<file path="config.mk">
export PLATFORM = sky130hd
export DESIGN_NAME = sdf_cell
export DESIGN_NICKNAME = d
export VERILOG_FILES = /design/src/sv/sdf_pkg.sv /design/src/sv/sdf_cell.sv
export SDC_FILE = /design/constraint.sdc
export NUM_CORES = 1
export LEC_CHECK = 0
export BUFFER_PORTS_ARGS = -buffer_cell sky130_fd_sc_hd__buf_2
export CORE_ASPECT_RATIO = 1.5
export CORE_MARGIN = 2
export CORE_UTILIZATION = 49
export DETAILED_ROUTE_END_ITERATION = 12
export GPL_TIMING_DRIVEN = 0
export PLACE_DENSITY_LB_ADDON = 0.25
export SLEW_MARGIN = 20
export SYNTH_ARGS = -nofsm -noshare
export SYNTH_HDL_FRONTEND = slang
export SYNTH_SLANG_ARGS = --single-unit
</file>
<file path="constraint.sdc">
create_clock -name i_clk -period 8.3 [get_ports i_clk]
set_input_delay 1.66 -clock i_clk [delete_from_list [all_inputs] [get_ports i_clk]]
set_output_delay 1.66 -clock i_clk [all_outputs]
set_load 0.01 [all_outputs]
</file>
<file path="src/sv/sdf_pkg.sv">
// Shared types and constants for the stream duplicate filter.
// No dependencies; imported by sdf_cell and stream_duplicate_filter_core.
package sdf_pkg;

    localparam int DEPTH_DEF = 64;
    localparam int VALUE_W   = 64;

    // Beat travelling along the compare chain
    typedef struct packed {
        logic                      vld;
        logic                      hit;
        logic signed [VALUE_W-1:0] value;
    } t_token;

endpackage

</file>
<file path="src/sv/sdf_cell.sv">
// One compare cell of the seen-value chain: holds a single table entry.
// Depends on sdf_pkg (t_token).
module sdf_cell
    import sdf_pkg::*;
#(
    parameter int DEPTH = DEPTH_DEF,
    parameter int INDEX = 0,
    localparam int CNT_W = $clog2(DEPTH + 1)
) (
    input  logic             i_clk,
    input  logic             i_rst_n,
    input  logic [CNT_W-1:0] i_count,
    input  t_token           i_tok,
    output t_token           o_tok
);

    logic signed [VALUE_W-1:0] r_entry;
    t_token                    r_tok;
    t_token                    n_tok;
    logic                      in_range;
    logic                      hit_here;
    logic                      store;

    always_comb begin
        in_range  = CNT_W'(INDEX) < i_count;
        hit_here  = in_range && (r_entry == i_tok.value);
        store     = i_tok.vld && !i_tok.hit && (CNT_W'(INDEX) == i_count);
        n_tok     = i_tok;
        n_tok.hit = i_tok.hit || hit_here;
    end

    always_ff @(posedge i_clk) begin
        if (!i_rst_n) begin
            r_tok.vld <= 1'b0;
        end else begin
            r_tok.vld <= n_tok.vld;
        end
        r_tok.hit   <= n_tok.hit;
        r_tok.value <= n_tok.value;
    end

    always_ff @(posedge i_clk) begin
        if (store) begin
            r_entry <= i_tok.value;
        end
    end

    assign o_tok = r_tok;

endmodule

</file>
=== After elaboration in Yosys (flattened, before gate mapping) ===
Cells that the tools add are included.

* Register bits after elaboration: 130
* Latch bits: 0
* Memory bits (writable): 0
* Bits in read-only memories: 0
* Input port bits: 75
* Logic and storage cells: 12
* Memories: 0

* Add/subtract/negate cells: 0
* $mul: 0
* Divide/modulo/power cells: 0
* Order comparisons: 1
* Equal/unequal tests: 1
* Shifts and indexed selects: 0
* Multiplexer cells: 0
* Bitwise logic cells: 0
* Reduce and logical (&&, ||, !) cells: 6

{| class="wikitable"
|+ Operators with widths
! kind !! number
|-
| $eq A64 B64 Y1 || 1
|-
| $logic_not A7 Y1 || 1
|-
| $lt A1 B7 Y1 const A || 1
|-
| $logic_and A1 B1 Y1 || 3
|-
| $logic_not A1 Y1 || 1
|-
| $logic_or A1 B1 Y1 || 1
|}

=== Logic depth before layout (Yosys ltp) ===
Gate-level depths: netlist of run 1.

* Depth in word-level cells: 3
* Mapped depth: 5
* Depth with buffers taken out: 5

=== Least setup slack after synthesis of run 1 ===
Ideal clock, no wire load.

* Path type: input -> register
* Start point: in i_count[4]
* End point: reg r_entry[0], enable pin
* Arrival: 6708 ps
* Data required time: 7722 ps
* Slack: 1014 ps
* Stages: 3
* Buffers on the path: 0
* Path through: nor4_1 nand2_1 nor3b_1

* Word-level cells in the longest chain between the ends: 2

{| class="wikitable"
|+ Ends and longest elaborated chain
! element !! line !! RTL
|-
| start, declared || sdf_cell.sv:12 || <nowiki>input logic [CNT_W-1:0] i_count,</nowiki>
|-
| $logic_not A7 Y1 || sdf_cell.sv:27 || <nowiki>store = i_tok.vld && !i_tok.hit && (CNT_W'(INDEX) == i_count);</nowiki>
|-
| $logic_and A1 B1 Y1 || sdf_cell.sv:27 ||
|-
| net store || sdf_cell.sv:22 || <nowiki>logic store;</nowiki>
|-
| end signal, assigned || sdf_cell.sv:44 || <nowiki>r_entry <= i_tok.value;</nowiki>
|-
| end, declared || sdf_cell.sv:17 || <nowiki>logic signed [VALUE_W-1:0] r_entry;</nowiki>
|}

The timed path passes the listed nets, and every way through them passes these cells.
A chain may end at the register's enable or synchronous reset.

=== Worst setup path in the final report of run 1 ===
* Start point: in i_count[4]
* End point: reg r_entry[28], enable pin

Same word-level chain as after synthesis.

==> flow_metrics.py, run 1 <==
metrics = {
    "outcome": {
        "outcome": "completed",
    },
    "logic_synthesis": {
        "synth_area_um2": 4010,
        "synth_top_area_share_pct": 47.9,
        "syn_avg_cell_area_um2": 18.1,
        "ys_warn_count": 0,
        "synthCells": 221,
        "synth.area.top_cells": "edfxtp_1, dfxtp_1, xor2_1, xnor2_1, nor4_2",
        "syn_nets": 296,
        "synth_largest_area_cell": "edfxtp_1",
        "ys_seq_area_share_pct": 80.9,
        "synth.distinct_cells": 13,
        "synth_seq_cells": 130,
    },
    "drt": {
        "post_drt_via_cell_ratio": 4.53,
        "first_pass_iters": 4,
        "drt_iter0_drc": 104,
        "ant_nets": 0,
        "drc_errors": 0,
        "drt-wirelength-per-cell_um": 13.6,
        "routed_wl_um": 6850,
        "vias": 2281,
    },
    "global_routing": {
        "grt_max_degree": 17,
        "antenna_found_initial": 0,
        "grt_pass1_vias": 2328,
        "use_met1_pct": 18.2,
        "grt_pass1_wl_um": 10800,
        "met2_usage_pct": 26.9,
        "busiest_layer": "met2",
        "grt-ovfl-total": 0,
        "grt.total_usage_pct": 16.5,
        "grt_use_met3_pct": 7.06,
    },
    "floorplanning": {
        "die_x_um": 77.9,
        "start_util_pct": 50.4,
        "rows": 40,
        "io_pins": 141,
        "core-area_um2": 7960,
        "die_area_um2": 8940,
        "die_h_um": 115,
    },
    "cts": {
        "post-cts-setup-buffers": 0,
        "cts_hold_buffers": 0,
        "clock_sinks": 130,
        "clock_path_buffers": 2,
        "clk_pin_slew_ns": 0.05,
        "cts_tree": "yes",
        "insertion_delay_ns": 0.41,
        "numCtsBuffers": 17,
        "cts_root_buf": "clkbuf_16",
        "h-tree-depth": 4,
        "cts_resized": 0,
    },
    "finish": {
        "drive_gt1_share_pct": 45.1,
        "syn_to_final_growth_pct": 36.0,
        "final_nets": 462,
        "n_antenna_cell": 0,
        "mostFrequentLayoutCell": "buf_2",
        "finalNonFillerCells": 504,
        "finish.instance_area_um2": 5450,
        "fin_util_pct": 68.5,
        "layout_common_cells": "buf_2, dfxtp_1, edfxtp_1, xor2_1, clkbuf_16",
        "fill_cells": 578,
    },
    "timing": {
        "setup_viol_count_final": 0,
        "drv_slew": 0,
        "fin_hold_ws_ns": 0.780,
        "worst_slew_pin_slew_ns": 0.344,
        "fmax_mhz": 339,
        "relSlewSlack_pct": 76.9,
        "rsz0062_at_grt": "no",
        "clock_skew_ns": 0.00642,
        "period_share_pct": 35.5,
        "hold_violations": 0,
        "min_period_ns": 2.95,
    },
    "power_and_ir_drop": {
        "power.share.sequential_pct": 48.6,
        "switching_share_pct": 19.5,
        "p_per_area_nw_per_um2": 262,
        "irDropWorstVdd_mv": 0.180,
        "pwr-share-comb_pct": 4.9,
        "p_leak_uw": 0.00226,
        "p_switching_uw": 279,
        "p_clk_share_pct": 46.5,
        "p_total_uw": 1430,
        "internal-power_uw": 1150,
    },
    "critical_path": {
        "path_delay_family": "buffers and inverters",
        "crit_path_frequent_cell": "buf_4",
        "worstPathCellList": "buf_2 > nor4_1 > nand2_1 > nor3b_2 > buf_4 > buf_4 > buf_4",
        "regToRegStartpoint": "r_entry[1]",
        "critPathSlowestCell": "nor3b_2",
        "cpPeakStageDelay_ns": 0.27,
        "timing.rr.end": "o_tok[64]",
        "worst_r2r_path_depth": 5,
        "endpoint_kind": "flop",
        "crit_required_ns": 8.41,
        "arrival_ns": 3.06,
        "cp_num_cells": 7,
        "critPathLaunchType": "input port",
        "crit_fanout": 11,
        "regToRegSetupSlack_ns": 6.77,
        "worstPathBufferInverterCount": 4,
        "path_class": "in2reg",
    },
    "flow_run": {
        "cap_violations": 0,
    },
    "placement": {
        "dp_cells": 473,
        "place_hpwl_um": 5110,
        "port_buffers": 140,
        "place.gp.congestion": 0.660,
        "placed_area_um2": 4910,
    },
    "hold_path": {
        "hold_path.class": "reg2reg",
        "hold_start": "r_entry[36]",
        "min_path_cells": 3,
        "min_to": "o_tok[64]",
    },
}
## cell usage after synthesis, drive strengths merged
cell,count
nor3b,1
nand2,1
nor4,14
edfxtp,64
dfxtp,66
xor2,48
and2,1
nand3,1
a41o,1
xnor2,16
nor3,2
nand4,6
## power by group through the flow
stage                     Sequential, uW  Combinational, uW  Clock, uW
after floorplan                      718               14.7          0
after global placement               707               70.3          0
after detailed placement             708               71.8          0
after CTS                            695               72.2        680
after global routing                 696               77.2        710
final                                695               70.5        665
## cell families after synthesis
group | synth area share [%]
xor+xnor | 14.0
simple gates | 4.87
flops | 80.9
compound gates | 0.250
## worst min-delay path: cells and delay by family (launching register included)
family | cells | cell delay, ns
DFF | 1 | 0.33
AOI/OAI and AO/OA | 1 | 0.20
xor gates and xnor gates | 1 | 0.14
and+or+nand+nor | 1 | 0.06
## per-layer routing
metal	vias up	share of wire, %
met2	92	52
met5	-	0
met4	0	1.9
li1	1121	-
met3	10	6.8
met1	1058	40
## per-stage QoR
step / TNS [ns] / setup WS [ns]
after floorplan: 0 / 1.01
after global placement: -69.86 / -1.09
after detailed placement: 0 / 4.92
after CTS: 0 / 5.35
after global routing: 0 / 5.21
final: 0 / 5.35
## flip-flops by register name, indices dropped and copies added (netlist names)
| signal | flops |
|---|---|
| r_entry | 64 |
| o_tok | 66 |
## layout make-up
class | instances | area, um2 | share of cell area, %
multi-input cells | 91 | 771 | 14.1
flip-flops and latches | 130 | 3240 | 59.5
clock buffers | 27 | 524 | 9.62
repair buffers | 147 | 761 | 14.0
well taps | 105 | 131 | 2.41
clock inverters | 4 | 21.3 | 0.390
## how the worst max path moves through the flow
| stage | startpoint | to | slack (ns) |
|---|---|---|---|
| after CTS | i_count[4] | r_entry[27] | 5.35 |
| after floorplan | i_count[4] | r_entry[0] | 1.01 |
| after global routing | i_count[4] | r_entry[39] | 5.21 |
| after detailed placement | i_count[4] | r_entry[27] | 4.92 |
| final | i_count[4] | r_entry[28] | 5.35 |
| after global placement | i_count[4] | r_entry[18] | -1.09 |
Note: power is estimated with default switching activity, not from simulation.
==> run 2: changes to the inputs <==
Clock period 8.3 ns to 3 ns, I/O delays scaled along.
==> flow_metrics.py, run 2 (same netlist as run 1, synthesis figures left out) <==
metrics = {
    "critical_path": {
        "endpoint_kind": "flop",
        "crit_required_ns": 3.10,
        "crit_fanout": 14,
        "path_class": "in2reg",
        "arrival_ns": 2.20,
        "critPathLaunchType": "input port",
    },
    "finish": {
        "mostFrequentLayoutCell": "buf_2",
        "finalNonFillerCells": 502,
        "largest_reg_flops": 66,
        "drive_gt1_share_pct": 44.8,
        "n_antenna_cell": 0,
        "final_nets": 459,
        "layout_common_cells": "buf_2, dfxtp_1, edfxtp_1, xor2_1, clkbuf_16",
        "syn_to_final_growth_pct": 36.6,
    },
    "cts": {
        "cts_root_buf": "clkbuf_16",
        "numCtsBuffers": 17,
        "h-tree-depth": 4,
        "cts_resized": 0,
        "clk_pin_slew_ns": 0.06,
        "cts_hold_buffers": 0,
        "cts_tree": "yes",
        "clock_path_buffers": 2,
        "clock_sinks": 130,
        "insertion_delay_ns": 0.41,
        "post-cts-setup-buffers": 0,
    },
    "timing": {
        "setup_viol_count_final": 0,
        "worst_slack_ns": 0.907,
        "fin_hold_ws_ns": 0.328,
        "relSlewSlack_pct": 51.1,
        "min_period_ns": 2.09,
        "fmax_mhz": 478,
        "drv_slew": 0,
        "clock_skew_ns": 0.0126,
        "rsz0062_at_grt": "no",
        "worst_slew_pin_slew_ns": 0.732,
        "hold_violations": 0,
        "period_share_pct": 69.8,
    },
    "drt": {
        "vias": 2272,
        "post_drt_via_cell_ratio": 4.53,
        "routed_wl_um": 6720,
        "drt-wirelength-per-cell_um": 13.4,
        "ant_nets": 0,
        "drc_errors": 0,
        "first_pass_iters": 4,
        "drt_iter0_drc": 80,
    },
    "power_and_ir_drop": {
        "p_switching_uw": 773,
        "irDropWorstVdd_mv": 0.548,
        "power.share.sequential_pct": 48.1,
        "p_leak_uw": 0.00226,
        "p_total_uw": 4000,
        "p_per_area_nw_per_um2": 730,
        "p_clk_share_pct": 47.0,
        "internal-power_uw": 3230,
        "switching_share_pct": 19.3,
        "pwr-share-comb_pct": 4.9,
    },
    "global_routing": {
        "grt_max_degree": 17,
        "antenna_found_initial": 0,
        "grt_pass1_wl_um": 10600,
        "grt.total_usage_pct": 16.4,
        "grt-ovfl-total": 0,
        "grt_pass1_vias": 2187,
    },
    "hold_path": {
        "hold_path.class": "in2reg",
    },
    "floorplanning": {
        "start_util_pct": 50.4,
        "die_x_um": 77.9,
        "die_h_um": 115,
        "die_area_um2": 8940,
        "rows": 40,
        "core-area_um2": 7960,
        "io_pins": 141,
    },
    "placement": {
        "port_buffers": 140,
        "dp_cells": 470,
        "place.gp.congestion": 0.673,
        "place_hpwl_um": 4960,
        "pre_cts_ws_ns": 0.462,
    },
    "flow_run": {
        "cap_violations": 0,
    },
    "outcome": {
        "outcome": "completed",
    },
}
run 2: worst max-delay path: stages:
cell and delay [ns]:
buf_2 0.11, nor4_4 0.27, nand2_1 0.14, nor3b_4 0.64, buf_6 0.25, buf_8 0.17
run 2: per-layer routing:
layer / vias to the layer above / global-route usage [%] / share of wire (%)
li1: 1118 / - / -
met1: 1049 / 19.2 / 42
met2: 89 / 25.2 / 49
met3: 16 / 6.44 / 6.8
met4: 0 / 10.8 / 2.9
met5: - / 0 / 0
run 2: final timing paths:
| check | slack (ns) | endpoint | depth (start not counted) | from |
|---|---|---|---|---|
| worst max-delay path | 0.91 | r_entry[28] | 6 | i_count[4] |
| worst min-delay path | 0.33 | o_tok[5] | 1 | i_tok[5] |
| worst max register to register | 1.42 | o_tok[64] | 5 | r_entry[4] |
| worst min register to register | 0.78 | o_tok[64] | 4 | r_entry[44] |
run 2: cell type report:
class / count / area, um2
Clock buffer: 27 / 503
Clock inverter: 5 / 51.3
Fill cell: 545 / 2480
Multi-Input combinational cell: 91 / 792
Sequential cell: 130 / 3240
Tap cell: 105 / 131
Timing Repair Buffer: 144 / 757
run 2: power groups by stage:
stage               sequential (uW)  combinational [uW]  clock, uW
finish                         1920                 196       1880
global placement               1960                 196          0
global route                   1920                 216       2010
CTS                            1920                 200       1920
detailed placement             1960                 200          0
floorplan                      1990                41.6          0
run 2: stage by stage:
stage                     TNS, ns  area (um2)  utilization, %
after floorplan             -4.04        4040               -
after global placement     -61.96        4870            61.2
after detailed placement        0        4920            61.9
after CTS                       0        5480            68.8
after global routing            0        5480            68.8
final                           0        5480            68.8
==> run 3: changes to the inputs <==
Clock period 3 ns to 1.95 ns, I/O delays scaled along.
==> flow_metrics.py, run 3 (same netlist as run 1, synthesis figures left out) <==
metrics = {
    "critical_path": {
        "cpPeakStageDelay_ns": 0.38,
        "critPathSlowestCell": "edfxtp_1",
        "path_class": "reg2reg",
        "crit_required_ns": 2.29,
        "worstPathCellList": "xor2_1 > nor4_2 > nand4_1 > nor3_1 > a41o_1",
        "critPathLaunchType": "flop",
        "arrival_ns": 1.92,
        "crit_fanout": 1,
        "endpoint_kind": "flop",
    },
    "drt": {
        "first_pass_iters": 4,
        "drt_iter0_drc": 65,
        "vias": 2294,
        "drc_errors": 0,
        "routed_wl_um": 6750,
        "drt-wirelength-per-cell_um": 13.4,
        "ant_nets": 0,
        "post_drt_via_cell_ratio": 4.54,
    },
    "placement": {
        "place_hpwl_um": 4960,
        "port_buffers": 140,
        "place.gp.congestion": 0.673,
        "dp_cells": 470,
    },
    "finish": {
        "n_antenna_cell": 0,
        "mostFrequentLayoutCell": "buf_2",
        "fin_util_pct": 69.1,
        "largest_reg_flops": 66,
        "final_nets": 462,
        "ff_latch_area_um2": 3240,
        "finalNonFillerCells": 505,
        "drive_gt1_share_pct": 45.3,
        "syn_to_final_growth_pct": 37.2,
        "layout_common_cells": "buf_2, dfxtp_1, edfxtp_1, xor2_1, clkbuf_16",
        "multi_input_area_um2": 792,
        "fill_cells": 544,
    },
    "timing": {
        "tns_ns": 0,
        "period_share_pct": 81.1,
        "rsz0062_at_grt": "no",
        "fmax_mhz": 632,
        "worst_slew_pin_slew_ns": 0.354,
        "hold_violations": 0,
        "fin_hold_ws_ns": 0.117,
        "setup_viol_count_final": 0,
        "clock_skew_ns": 0.0126,
        "drv_slew": 0,
        "relSlewSlack_pct": 76.2,
        "min_period_ns": 1.58,
    },
    "floorplanning": {
        "die_area_um2": 8940,
        "start_util_pct": 50.4,
        "core-area_um2": 7960,
        "die_h_um": 115,
        "rows": 40,
        "die_x_um": 77.9,
        "io_pins": 141,
    },
    "cts": {
        "cts_resized": 0,
        "insertion_delay_ns": 0.41,
        "clock_path_buffers": 2,
        "h-tree-depth": 4,
        "cts_tree": "yes",
        "cts_root_buf": "clkbuf_16",
        "numCtsBuffers": 17,
        "clk_pin_slew_ns": 0.06,
        "clock_sinks": 130,
    },
    "power_and_ir_drop": {
        "irDropWorstVdd_mv": 0.843,
        "p_total_uw": 6160,
        "p_per_area_nw_per_um2": 1120,
        "p_leak_uw": 0.00227,
    },
    "global_routing": {
        "grt_max_degree": 17,
        "grt-ovfl-total": 0,
        "grt_pass1_wl_um": 10600,
        "grt_pass1_vias": 2187,
        "antenna_found_initial": 0,
        "grt.total_usage_pct": 16.4,
    },
    "flow_run": {
        "cap_violations": 0,
    },
    "outcome": {
        "outcome": "completed",
    },
    "hold_path": {
        "hold_path.class": "in2reg",
    },
}
==> run 3: cell count changes in the layout (fill, tap and decap cells not counted) <==
cell | before | now
buf_4 | 0 | 3
==> run 3: path summary, 6_finish.rpt <==
path	startpoint	endpoint	slack, ns	cells after the start
min reg2reg	r_entry[44]	o_tok[64]	0.78	4
max	r_entry[4]	o_tok[64]	0.37	5
max reg2reg	r_entry[4]	o_tok[64]	0.37	5
min	i_tok[5]	o_tok[5]	0.12	1
==> run 3: power breakdown <==
part,internal [uW],switching [uW]
clock network,1880,1020
logic,142,160
registers,2940,16.6
total,4960,1190
==> run 3: layout make-up <==
cell class | count | share of cell area [%]
multi-input cells | 91 | 14.4
clock buffers | 27 | 9.14
flip-flops and latches | 130 | 59.0
clock inverters | 5 | 0.933
well taps | 105 | 2.39
repair buffers | 147 | 14.2
==> run 3: stage by stage <==
stage / instance area (um2) / setup WS (ns)
2_1_floorplan: 4040 / -0.903
3_3_place_gp: 4870 / -1.81
3_5_place_dp: 4920 / -0.378
4_1_cts: 5480 / 0.0463
5_1_grt: 5500 / 0.230
6_report: 5500 / 0.369
==> run 3: what timing repair did <==
action,CTS,global route
buffers inserted,0,3
setup endpoints to repair,0,14
hold buffers,0,0
==> run 3: metal layers <==
metal | part of all wire, % | wire [um] | vias up | track usage, %
met5 | 0 | 0 | - | 0
met4 | 2.9 | 193 | 0 | 10.8
met3 | 6.8 | 461 | 16 | 6.44
met2 | 49 | 3300 | 89 | 25.2
met1 | 41 | 2800 | 1064 | 19.2
li1 | - | - | 1125 | -
==> run 3: critical path: cells and delay by family, from the launching register on <==
| kind | cells | cell delay, ns |
|---|---|---|
| AND/OR/NAND/NOR | 3 | 0.79 |
| flip-flops | 1 | 0.38 |
| AO/OA/AOI/OAI | 1 | 0.19 |
| XOR/XNOR | 1 | 0.16 |
